==> config.mk <==
export PLATFORM = sky130hd
export DESIGN_NAME = pointer_to_dense_id_table_unit
export DESIGN_NICKNAME = d
export VERILOG_FILES = /design/src/rtl/ptdit_pkg.sv /design/src/rtl/ptdit_front.sv /design/src/rtl/ptdit_back.sv /design/src/rtl/pointer_to_dense_id_table_unit.sv
export VERILOG_INCLUDE_DIRS = /design/src /design/src/rtl
export SDC_FILE = /design/constraint.sdc
export NUM_CORES = 2
export LEC_CHECK = 0
export ABC_AREA = 1
export BUFFER_PORTS_ARGS = -buffer_cell sky130_fd_sc_hd__buf_2
export CAP_MARGIN = 20
export CORE_MARGIN = 8
export CORE_UTILIZATION = 25
export DETAILED_ROUTE_END_ITERATION = 7
export PLACE_DENSITY = 0.39
export SLEW_MARGIN = 40
export SYNTH_ARGS = -nofsm -noshare
export SYNTH_HDL_FRONTEND = slang
export SYNTH_SLANG_ARGS = --single-unit
==> constraint.sdc <==
create_clock -name clk -period 20.2 [get_ports clk]
set_input_delay 4.04 -clock clk [delete_from_list [all_inputs] [get_ports clk]]
set_output_delay 4.04 -clock clk [all_outputs]
set_load 0.05 [all_outputs]
==> src/rtl/pointer_to_dense_id_table_unit_macros.svh <==
// assertion macros for the pointer to dense id table unit
`ifndef POINTER_TO_DENSE_ID_TABLE_UNIT_MACROS_SVH
`define POINTER_TO_DENSE_ID_TABLE_UNIT_MACROS_SVH

// same-cycle implication
`define PTDIT_ASSERT_IMPL(label, clk, rst, ante, cons, msg) \
  label: assert property (@(posedge clk) disable iff (rst) (ante) |-> (cons)) else $error(msg);

// next-cycle implication
`define PTDIT_ASSERT_NEXT(label, clk, rst, ante, cons, msg) \
  label: assert property (@(posedge clk) disable iff (rst) (ante) |=> (cons)) else $error(msg);

`endif

==> src/rtl/ptdit_pkg.sv <==
// shared types and constants for the pointer to dense id table unit
`timescale 1ns / 1ps

package ptdit_pkg;

  localparam int TABLE_DEPTH  = 64;
  localparam int POINTER_BITS = 48;
  localparam int PID_BITS     = 22;
  localparam int LIMIT_BITS   = 32;
  localparam int QUEUE_DEPTH  = 2;
  localparam int IDW          = $clog2(TABLE_DEPTH);
  localparam int LCW          = $clog2(TABLE_DEPTH + 1);

  localparam logic [1:0] KIND_FREE    = 2'd0;
  localparam logic [1:0] KIND_ALLOC   = 2'd1;
  localparam logic [1:0] KIND_REALLOC = 2'd2;

  typedef enum logic [2:0] {
    ST_OK      = 3'd0,
    ST_DUP     = 3'd1,
    ST_UNKNOWN = 3'd2,
    ST_FULL    = 3'd3,
    ST_STOP    = 3'd4
  } ptdit_status_t;

  typedef struct packed {
    logic [1:0]              kind;
    logic [PID_BITS-1:0]     process_id;
    logic [POINTER_BITS-1:0] old_pointer;
    logic [POINTER_BITS-1:0] new_pointer;
  } ptdit_req_t;

  typedef struct packed {
    logic [IDW-1:0] released_id;
    logic           released_valid;
    logic [IDW-1:0] granted_id;
    logic           granted_valid;
    logic           kept;
    logic [2:0]     status;
    logic [LCW-1:0] peak_live;
  } ptdit_rsp_t;

  // classified event as held in the queue
  typedef struct packed {
    logic                    old_active;
    logic                    new_active;
    logic                    skip;
    logic [PID_BITS-1:0]     pid;
    logic [POINTER_BITS-1:0] old_pointer;
    logic [POINTER_BITS-1:0] new_pointer;
  } ptdit_cls_t;

  typedef struct packed {
    logic       valid;
    ptdit_cls_t item;
  } ptdit_head_t;

  typedef struct packed {
    logic           halted;
    logic [LCW-1:0] live_cnt;
  } ptdit_mon_t;

endpackage

==> src/rtl/ptdit_front.sv <==
// front end: accepts events, classifies them and queues them for the table engine
`timescale 1ns / 1ps

module ptdit_front #(
  parameter int QDEPTH = ptdit_pkg::QUEUE_DEPTH
) (
  input  logic                 clk,
  input  logic                 rst,
  input  logic                 req_valid,
  output logic                 req_stall,
  input  ptdit_pkg::ptdit_req_t  req,
  output ptdit_pkg::ptdit_head_t head,
  input  logic                 pop
);
  import ptdit_pkg::*;

  localparam int PW = (QDEPTH > 1) ? $clog2(QDEPTH) : 1;
  localparam int CW = $clog2(QDEPTH + 1);

  ptdit_cls_t     slot [QDEPTH];
  ptdit_cls_t     cls;
  logic [PW-1:0]  wr_ptr;
  logic [PW-1:0]  rd_ptr;
  logic [CW-1:0]  count;
  logic           push;

  always_comb begin
    cls.old_active  = ((req.kind == KIND_FREE) || (req.kind == KIND_REALLOC)) &&
                      (req.old_pointer != '0);
    cls.new_active  = (req.kind == KIND_ALLOC) || (req.kind == KIND_REALLOC);
    cls.skip        = (req.kind != KIND_FREE) && (req.kind != KIND_ALLOC) &&
                      (req.kind != KIND_REALLOC);
    cls.pid         = req.process_id;
    cls.old_pointer = req.old_pointer;
    cls.new_pointer = req.new_pointer;
  end

  assign req_stall  = (count == CW'(QDEPTH));
  assign push       = req_valid && !req_stall;
  assign head.valid = (count != '0);
  assign head.item  = slot[rd_ptr];

  always_ff @(posedge clk) begin
    if (rst) begin
      wr_ptr <= '0;
      rd_ptr <= '0;
      count  <= '0;
    end else begin
      if (push) begin
        wr_ptr <= (wr_ptr == PW'(QDEPTH - 1)) ? '0 : wr_ptr + PW'(1);
      end
      if (pop) begin
        rd_ptr <= (rd_ptr == PW'(QDEPTH - 1)) ? '0 : rd_ptr + PW'(1);
      end
      count <= count + CW'(push) - CW'(pop);
    end
  end

  always_ff @(posedge clk) begin
    if (push) begin
      slot[wr_ptr] <= cls;
    end
  end

endmodule

==> src/rtl/ptdit_back.sv <==
// back end: pointer table, sequential lookup scan, id allocation and result register
`timescale 1ns / 1ps

module ptdit_back (
  input  logic                       clk,
  input  logic                       rst,
  input  ptdit_pkg::ptdit_head_t     head,
  output logic                       pop,
  input  logic                       cfg_wr_en,
  input  logic [ptdit_pkg::LIMIT_BITS-1:0] cfg_wr_data,
  output logic                       rsp_valid,
  input  logic                       rsp_stall,
  output ptdit_pkg::ptdit_rsp_t      rsp,
  output ptdit_pkg::ptdit_mon_t      mon
);
  import ptdit_pkg::*;

  typedef enum logic [3:0] {
    S_IDLE    = 4'b0001,
    S_SCAN    = 4'b0010,
    S_TAIL    = 4'b0100,
    S_RESOLVE = 4'b1000
  } state_t;

  localparam logic [IDW-1:0] LAST_ID = IDW'(TABLE_DEPTH - 1);

  logic [POINTER_BITS-1:0] entry_pointer [TABLE_DEPTH];

  state_t                  state;
  logic [TABLE_DEPTH-1:0]  live;
  logic [LCW-1:0]          live_cnt;
  logic [PID_BITS-1:0]     latched_pid;
  logic                    pid_latched;
  logic [LIMIT_BITS-1:0]   items_seen;
  logic [LCW-1:0]          peak;
  logic                    halted;
  logic [LIMIT_BITS-1:0]   op_limit;

  ptdit_cls_t              work;
  logic [IDW-1:0]          scan_cnt;
  logic                    cmp_valid;
  logic [IDW-1:0]          cmp_idx;
  logic [POINTER_BITS-1:0] rd_ptr;
  logic                    old_found;
  logic [IDW-1:0]          old_idx;
  logic                    new_found;
  logic                    free_found;
  logic [IDW-1:0]          free_idx;

  logic                    out_ready;
  logic                    stop_hit;
  logic                    needs_scan;
  logic [LIMIT_BITS-1:0]   items_inc;
  logic [LIMIT_BITS:0]     usage;
  ptdit_status_t           res_status;
  logic                    res_ok;
  logic [LCW-1:0]          live_after;
  logic [PID_BITS-1:0]     c_pid;
  logic [LCW-1:0]          c_live;
  logic                    kept_c;
  logic [LCW-1:0]          peak_c;
  logic                    emit_idle;
  logic                    emit_res;
  logic                    commit_ok;
  logic                    mem_we;
  logic                    cur_live;
  logic                    hit_old;
  logic                    hit_new;
  logic                    is_free;
  ptdit_rsp_t              rsp_next;

  always_comb begin
    out_ready  = !rsp_valid || !rsp_stall;
    usage      = (LIMIT_BITS + 1)'(items_seen) + (LIMIT_BITS + 1)'(live_cnt);
    stop_hit   = !halted && (usage >= (LIMIT_BITS + 1)'(op_limit));
    needs_scan = !halted && !stop_hit && !head.item.skip &&
                 (head.item.old_active || head.item.new_active);
    pop        = head.valid && (state == S_IDLE) && (needs_scan || out_ready);
    items_inc  = (items_seen == '1) ? items_seen : items_seen + LIMIT_BITS'(1);
    emit_idle  = pop && !needs_scan;
    emit_res   = (state == S_RESOLVE) && out_ready;

    // release is checked before the duplicate, which is checked before full
    if (work.old_active && !old_found) begin
      res_status = ST_UNKNOWN;
    end else if (work.new_active && new_found) begin
      res_status = ST_DUP;
    end else if (work.new_active && !free_found) begin
      res_status = ST_FULL;
    end else begin
      res_status = ST_OK;
    end
    res_ok     = (res_status == ST_OK);
    live_after = live_cnt - LCW'(work.old_active) + LCW'(work.new_active);
    mem_we     = emit_res && res_ok && work.new_active;

    c_pid  = (state == S_RESOLVE) ? work.pid : head.item.pid;
    c_live = (state == S_RESOLVE) ? live_after : live_cnt;
    kept_c = !pid_latched || (latched_pid == c_pid);
    peak_c = (kept_c && (c_live > peak)) ? c_live : peak;

    commit_ok = (emit_idle && !halted && !stop_hit && !head.item.skip) ||
                (emit_res && res_ok);

    // compare stage of the scan
    cur_live = live[cmp_idx];
    hit_old  = cur_live && work.old_active && (rd_ptr == work.old_pointer);
    hit_new  = cur_live && work.new_active && (rd_ptr == work.new_pointer) && !hit_old;
    is_free  = !cur_live || hit_old;

    rsp_next           = '0;
    rsp_next.status    = ST_OK;
    rsp_next.peak_live = peak;
    if (emit_idle) begin
      if (halted || stop_hit) begin
        rsp_next.status = ST_STOP;
      end else if (!head.item.skip) begin
        rsp_next.kept      = kept_c;
        rsp_next.peak_live = peak_c;
      end
    end else if (res_ok) begin
      rsp_next.released_id    = work.old_active ? old_idx : '0;
      rsp_next.released_valid = work.old_active;
      rsp_next.granted_id     = work.new_active ? free_idx : '0;
      rsp_next.granted_valid  = work.new_active;
      rsp_next.kept           = kept_c;
      rsp_next.peak_live      = peak_c;
    end else begin
      rsp_next.status = res_status;
    end
  end

  always_ff @(posedge clk) begin
    if (rst) begin
      state       <= S_IDLE;
      live        <= '0;
      live_cnt    <= '0;
      latched_pid <= '0;
      pid_latched <= 1'b0;
      items_seen  <= '0;
      peak        <= '0;
      halted      <= 1'b0;
      op_limit    <= '1;
      rsp_valid   <= 1'b0;
      cmp_valid   <= 1'b0;
    end else begin
      if (cfg_wr_en) begin
        op_limit <= cfg_wr_data;
      end
      if (emit_idle || emit_res) begin
        rsp_valid <= 1'b1;
      end else if (!rsp_stall) begin
        rsp_valid <= 1'b0;
      end
      cmp_valid <= (state == S_SCAN);
      if (commit_ok) begin
        pid_latched <= 1'b1;
        if (!pid_latched) begin
          latched_pid <= c_pid;
        end
        peak <= peak_c;
      end
      case (state)
        S_IDLE: begin
          if (pop) begin
            if (halted || stop_hit) begin
              halted <= 1'b1;
            end else begin
              items_seen <= items_inc;
              if (needs_scan) begin
                state <= S_SCAN;
              end
            end
          end
        end
        S_SCAN: begin
          if (scan_cnt == LAST_ID) begin
            state <= S_TAIL;
          end
        end
        S_TAIL: begin
          state <= S_RESOLVE;
        end
        S_RESOLVE: begin
          if (out_ready) begin
            if (res_ok) begin
              // clear first so a reused id ends up live
              if (work.old_active) begin
                live[old_idx] <= 1'b0;
              end
              if (work.new_active) begin
                live[free_idx] <= 1'b1;
              end
              live_cnt <= live_after;
            end else begin
              halted <= 1'b1;
            end
            state <= S_IDLE;
          end
        end
        default: begin
          state <= S_IDLE;
        end
      endcase
    end
  end

  always_ff @(posedge clk) begin
    if (pop && needs_scan) begin
      work       <= head.item;
      scan_cnt   <= '0;
      old_found  <= 1'b0;
      new_found  <= 1'b0;
      free_found <= 1'b0;
    end else if (state == S_SCAN) begin
      scan_cnt <= scan_cnt + IDW'(1);
    end
    if (cmp_valid) begin
      if (hit_old) begin
        old_found <= 1'b1;
        old_idx   <= cmp_idx;
      end
      if (hit_new) begin
        new_found <= 1'b1;
      end
      if (is_free && !free_found) begin
        free_found <= 1'b1;
        free_idx   <= cmp_idx;
      end
    end
    if (emit_idle || emit_res) begin
      rsp <= rsp_next;
    end
  end

  // pointer memory: one write and one registered read per cycle
  always_ff @(posedge clk) begin
    if (mem_we) begin
      entry_pointer[free_idx] <= work.new_pointer;
    end
    rd_ptr  <= entry_pointer[scan_cnt];
    cmp_idx <= scan_cnt;
  end

  assign mon.halted   = halted;
  assign mon.live_cnt = live_cnt;

endmodule

==> src/rtl/pointer_to_dense_id_table_unit.sv <==
// Top level of the pointer to dense id table unit: front queue plus table engine.
// A stopped, skipped or null-free transaction goes from the queue head straight to
// the result register. A transaction that touches a pointer first runs the scan of
// the pointer memory at one read per cycle, then the tail and resolve states, and
// blocks the engine until it resolves; the rest go at one per cycle if not stalled.
// Synchronous reset clears live bits, counters, pid latch and halt at once.
`timescale 1ns / 1ps

`include "pointer_to_dense_id_table_unit_macros.svh"

module pointer_to_dense_id_table_unit #(
  parameter int QDEPTH = ptdit_pkg::QUEUE_DEPTH
) (
  input  logic                             clk,
  input  logic                             rst,
  input  logic                             req_valid,
  output logic                             req_stall,
  input  ptdit_pkg::ptdit_req_t            req,
  output logic                             rsp_valid,
  input  logic                             rsp_stall,
  output ptdit_pkg::ptdit_rsp_t            rsp,
  input  logic                             cfg_wr_en,
  input  logic [ptdit_pkg::LIMIT_BITS-1:0] cfg_wr_data
);
  import ptdit_pkg::*;

  ptdit_head_t head;
  logic        pop;
  ptdit_mon_t  mon;

  ptdit_front #(
    .QDEPTH (QDEPTH)
  ) u_front (
    .clk       (clk),
    .rst       (rst),
    .req_valid (req_valid),
    .req_stall (req_stall),
    .req       (req),
    .head      (head),
    .pop       (pop)
  );

  ptdit_back u_back (
    .clk         (clk),
    .rst         (rst),
    .head        (head),
    .pop         (pop),
    .cfg_wr_en   (cfg_wr_en),
    .cfg_wr_data (cfg_wr_data),
    .rsp_valid   (rsp_valid),
    .rsp_stall   (rsp_stall),
    .rsp         (rsp),
    .mon         (mon)
  );

  `PTDIT_ASSERT_IMPL(a_err_clean, clk, rst, rsp_valid && (rsp.status != ST_OK), !rsp.released_valid && !rsp.granted_valid && !rsp.kept, "error transaction carries ids or kept")
  `PTDIT_ASSERT_NEXT(a_halt_sticky, clk, rst, mon.halted, mon.halted, "halt cleared without reset")
  `PTDIT_ASSERT_IMPL(a_stop_halted, clk, rst, rsp_valid && (rsp.status == ST_STOP), mon.halted, "stop reported while not halted")
  `PTDIT_ASSERT_IMPL(a_grant_live, clk, rst, rsp_valid && rsp.granted_valid, (mon.live_cnt != '0) && (mon.live_cnt <= LCW'(TABLE_DEPTH)), "grant without a live entry")

endmodule

## Word-level counts from Yosys, hierarchy flattened

Memory sizes are Yosys's and may differ from the RTL's. A register that Yosys moved wholly into a read port is not among the register bits.
Cells that the tools add are included.

| storage, ports and cells | value |
|---|---|
| bits in writable memories | 3314 |
| register bits | 348 |
| logic and storage cells | 207 |
| memories | 2 |

Memory list:

| memory | words | width | rd ports | clocked after Yosys merged registers in | write ports | RTL line | source |
|---|---|---|---|---|---|---|---|
| u_back.entry_pointer | 64 | 48 | 1 | 1 | 1 | ptdit_back.sv:27 | `logic [POINTER_BITS-1:0] entry_pointer [TABLE_DEPTH];` |
| u_front.slot | 2 | 121 | 1 | 1 | 1 | ptdit_front.sv:20 | `ptdit_cls_t slot [QDEPTH];` |

| operators by class | value |
|---|---|
| reduce and logical (&&, ||, !) cells | 68 |
| equality and inequality tests | 22 |
| order comparisons | 7 |
| mux-type cells | 57 |
| add/sub/neg operators | 9 |
| bitwise operators | 9 |

Operators by type and width:

| kind | number |
|---|---|
| $mux W64 | 6 |
| $eq A48 B48 Y1 | 2 |
| $and A64 B64 Y64 | 1 |
| $not A64 Y64 | 1 |
| $or A64 B64 Y64 | 1 |
| $reduce_bool A48 Y1 | 1 |
| $mux W7 | 5 |
| $add A32 B7 Y33 | 1 |
| $ge A33 B32 Y1 | 1 |
| $add A32 B1 Y32 const B | 1 |
| $eq A32 B32 Y1 const B | 1 |
| $logic_and A1 B1 Y1 | 30 |
| $mux W1 | 29 |
| $eq A22 B22 Y1 | 1 |
| $mux W22 | 1 |
| $lt A6 B7 Y1 const B | 3 |
| $mux W4 | 5 |
| $pmux W4 S4 | 1 |
| $demux W1 S6 | 2 |
| $ge A6 B1 Y1 const B | 2 |
| $logic_not A1 Y1 | 12 |
| $mux W3 | 4 |
| $ne A2 B1 Y1 const B | 6 |
| $mux W11 | 1 |
| other kinds (29) | 54 |

## Logic depth before layout (Yosys ltp)

| logic depth | value |
|---|---|
| depth after elaboration | 15 |
| depth in mapped cells | 32 |

## By module

Synthesis repeated with hierarchy kept, for this count alone.

| unflattened totals | value |
|---|---|
| cell total of the unflattened synthesis | 11113 |
| area total of the unflattened synthesis | 146539.3 um2 |

By module, submodules not included:

| module | times used | cells an instance | area each (um2) | seq. area each (um2) |
|---|---|---|---|---|
| ptdit_back | 1 | 10662 | 137348.0 | 101667.5 |
| ptdit_front | 1 | 451 | 9191.3 | 7367.1 |

## Worst setup path before layout

OpenSTA, ideal clock, no wires.

| path | value |
|---|---|
| kind | input-to-reg |
| from | input port req_valid |
| to | memory u_front.slot[1][0] (netlist name), enable pin |
| required time | 19.596 ns |
| setup slack | 10.364 ns |
| library setup time | 0.604 ns |
| stages on the path | 2 |
| data arrival time | 9.232 ns |
| path through | o21ai_0 -> nor2_1 |

| on the way | value |
|---|---|
| cells in the longest elaborated chain, start to end | 3 |

RTL lines:

| what | RTL line | source |
|---|---|---|
| from (decl) | pointer_to_dense_id_table_unit.sv:16 | `input logic req_valid,` |
| $logic_and A1 B1 Y1 | ptdit_front.sv:39 | `assign push = req_valid && !req_stall;` |
| $mux W1 | ptdit_front.sv:60 | `if (push) begin` |
| $mux W1 (implied by the code) | ptdit_front.sv:61 | `slot[wr_ptr] <= cls;` |
| to (decl) | ptdit_front.sv:20 |  |

No other way between the ends.

## Final worst setup path

| path | value |
|---|---|
| from | input port rsp_stall |
| to | memory u_back.entry_pointer[42][11], enable pin |

| on the way | value |
|---|---|
| cells in the longest elaborated chain, start to end | 7 |

RTL lines:

| what | RTL line | source |
|---|---|---|
| from (decl) | pointer_to_dense_id_table_unit.sv:20 | `input logic rsp_stall,` |
| $logic_not A1 Y1 | ptdit_back.sv:73 | `out_ready = !rsp_valid \|\| !rsp_stall;` |
| $logic_or A1 B1 Y1 | ptdit_back.sv:73 |  |
| $logic_and A1 B1 Y1 | ptdit_back.sv:81 | `emit_res = (state == S_RESOLVE) && out_ready;` |
| $logic_and A1 B1 Y1 (2 in a row) | ptdit_back.sv:95 | `mem_we = emit_res && res_ok && work.new_active;` |
| $mux W1 | ptdit_back.sv:238 | `if (mem_we) begin` |
| $mux W1 (implied by the code) | ptdit_back.sv:239 | `entry_pointer[free_idx] <= work.new_pointer;` |
| to (decl) | ptdit_back.sv:27 |  |

No other way between the ends.

==> flow_summary.yaml <==
die:
  fp-row-count: 280
  die_area_sq_um: 609000
  start_util: 0.2510
  coreArea_sq_um: 581900
  die_h_um: 780.4
  ioPinCount: 184
  die_x_um: 780.4
setup_path:
  worstPathMaxFanout: 29
  critPathMaxStageDelay_ps: 830
  required_ps: 20800
  arrival_ps: 8720
  crit_family: "simple AND/OR/NAND/NOR gates"
  cp_num_buf_inv: 6
  path_class: "primary input to register"
  cp-start-kind: "primary input"
  cp-end-kind: "register"
  critPathSlowestCell: "nor2_4"
  path_common_cell: "inv_2"
  path_cells: "buf_2 -> nand2_1 -> inv_1 -> nor2_1 -> inv_2 -> nor2_4 -> inv_2 -> nor2_2 -> inv_2 -> nor2_2 -> nand2_1 -> nor2_4 -> buf_4"
timing:
  rsz0062_at_grt: "false"
  relSlewSlack: 0.3671
  setup_tns_ps: 0
  whs_ps: 444.6
  hold_viol: 0
  finClkSkew_ps: 66.89
  fin_ws_ps: 12080
  setup_viol: 0
  worst_pin_slew_ps: 949.3
  max_freq_ghz: 0.1232
  slew_viol_final: 0
  layout_min_cycle_time_ps: 8119
  fin_crit_sh: 0.4020
power:
  power_density_nw_per_um2: 136.2
  power.total_uw: 23300
  vdd_drop_max_uv: 83.64
  p_leak_uw: 0.05501
global_routing:
  grt_pass1_vias: 91130
  grt_usage: 0.1743
  overflow: 0
  grt_max_degree: 155
  grt_pass1_wl_mm: 764.9
  antenna_found_initial: 45
synthesis:
  ys_seq_area_frac: 0.7465
  yosys_warnings: 0
  synth_top_flop_cell: "edfxtp_1"
  ys_types: 59
  post-synth-top-count-cell: "edfxtp_1"
  synth_top_area_share: 0.7136
  syn_nets: 11500
  syn_inst: 11280
  synthTopCellsByCount: "3471 x edfxtp_1, 1809 x nor2_1, 1714 x o21ai_0"
  ys_top_cells_by_area: "edfxtp_1 71%, o21ai_0 5.9%, nor2_1 4.6%"
  yosysTopAreaCell: "edfxtp_1"
  async_flop_share: 0
  avgSynthCellArea_sq_um: 12.95
  synth_edf_count: 3471
  syn_area_sq_um: 146100
  synth_seq_cells: 3711
clocking:
  clk_path_buf_depth: 4
  clock_latency_ps: 1010
  cts_tree: "yes"
  ctsHoldBuffers: 0
  postCtsSetupBuffers: 0
  cts.repair.resized: 0
  clockRootBuffer: "clkbuf_16"
  ctsHtreeMaxLevel: 5
  cts_sinks: 3711
  cts_made_buffers: 424
  clkSlewWorstSetupHoldPaths_ps: 60
placement:
  port_buffers: 183
  gp_congestion: 0.8287
  dp_hpwl_mm: 340.3
  pre_cts_slack_ps: 11110
  placed_area_sq_um: 157500
drt:
  vias: 95200
  drt_iter0_drc: 9258
  antenna_left: 0
  routed_wl_mm: 555.5
  firstDrtPassIters: 5
  viasPerCell: 4.845
  drc: 0
  wl_per_cell_um: 28.27
cells_and_area:
  synthToLayoutAreaGrowth_pct: 17.10
  seq_area_sq_um: 109100
  fillCellCount: 59090
  multiInputGateArea_sq_um: 33650
  finalInstanceArea_sq_um: 171000
  drive_gt1_frac: 0.1059
  layout.nets: 11710
hold_path:
  holdCritPathClass: "register to register"
outcome:
  status: "completed"
flow_run:
  drv_cap: 0
-- layer usage --
layer | vias to the layer above | part of all wire | GRT usage
met5 | - | 0.000054 | 0
met4 | 6 | 0.030 | 0.05181
met3 | 648 | 0.048 | 0.02066
met2 | 2615 | 0.47 | 0.2884
met1 | 49430 | 0.45 | 0.2394
li1 | 42510 | - | -
-- worst reg2reg max path: cells and delay by family (launching register included) --
family / cells / cell delay [ps]
AO/OA/AOI/OAI: 5 / 760
XOR/XNOR: 2 / 320
adder cells (fa/ha/maj): 4 / 1390
buffers and inverters: 3 / 620
flip-flops: 1 / 370
AND/OR/NAND/NOR: 16 / 2410
-- cell usage in the layout (no fill, tap or decap), types with 9 or more instances in the layout --
cell       count
inv_1        262
o21ai_1       50
a32o_1        12
inv_2         16
clkbuf_1     123
o21ai_2       10
ha_1          60
bufinv_16     25
nand4_1       70
buf_6         47
nand3_1      288
a211oi_1       9
o221ai_1     294
nor3_1        50
dfxtp_1      234
o211ai_1      96
diode_2       54
clkbuf_8      10
a31oi_1       62
a221o_1       23
buf_8         13
clkinv_2      76
buf_12        20
o22ai_1      497
nor4_1        38
buf_2        182
nor2_4        70
clkbuf_16    428
xor2_1       101
xnor2_1       31
buf_4        244
edfxtp_1    3471
a21oi_1      283
o21ai_0     1713
nand2_1      944
clkinv_1      94
nor2_1      1741
or2_2         16
-- path summary, 6_finish.rpt --
path                         from                            to  slack [ps]  cells past startpoint
max                     rsp_stall  u_back.entry_pointer[42][11]       12080                     13
min                u_front.rd_ptr                      register         440                      1
max reg2reg  u_back.items_seen[2]              u_front.count[1]       14210                     30
min reg2reg        u_front.rd_ptr                      register         440                      1
-- metrics by stage --
step | util | cells
floorplan | - | 11280
global placement | 0.2694 | 18780
detailed placement | 0.2707 | 18810
CTS | 0.2935 | 19590
global route | 0.2938 | 19630
finish | 0.2939 | 19650
-- area by class of cell --
cell class	instances	area share
tap	7755	0.05673
inverter	293	0.006701
clock inverter	218	0.01153
multi-input combinational	6545	0.1968
timing repair buffer	514	0.02378
clock buffer	561	0.06612
antenna	54	0.0007900
sequential	3711	0.6376
-- registers in the layout, summed over array words and instances (netlist names), 7 cells and up, named ones only --
signal                cells
u_back.live_cnt           7
u_back.latched_pid       22
u_back.items_seen        32
u_back.peak               7
u_back.op_limit          32
u_back.entry_pointer   3072
u_back.live              64
u_back.rd_ptr            48
u_back.work             120
u_front.slot            242
u_back.rsp               25
-- logic make-up after synthesis --
group           count (synthesis)  synth area share
simple gates                 3266           0.09057
xor+xnor                      132          0.007915
compound gates               3084            0.1220
mux                             1        0.00006853
buf+inv                      1027           0.02757
fa+ha+maj                      62          0.005414
flops                        3711            0.7465
-- report_power, final --
part           switching, uW  internal, uW  leakage (uW)
Clock                   3230          4260       0.00648
Sequential               245          9250        0.0333
Combinational           4950          1360        0.0153
No activity file was read; power rests on OpenSTA's default activity.
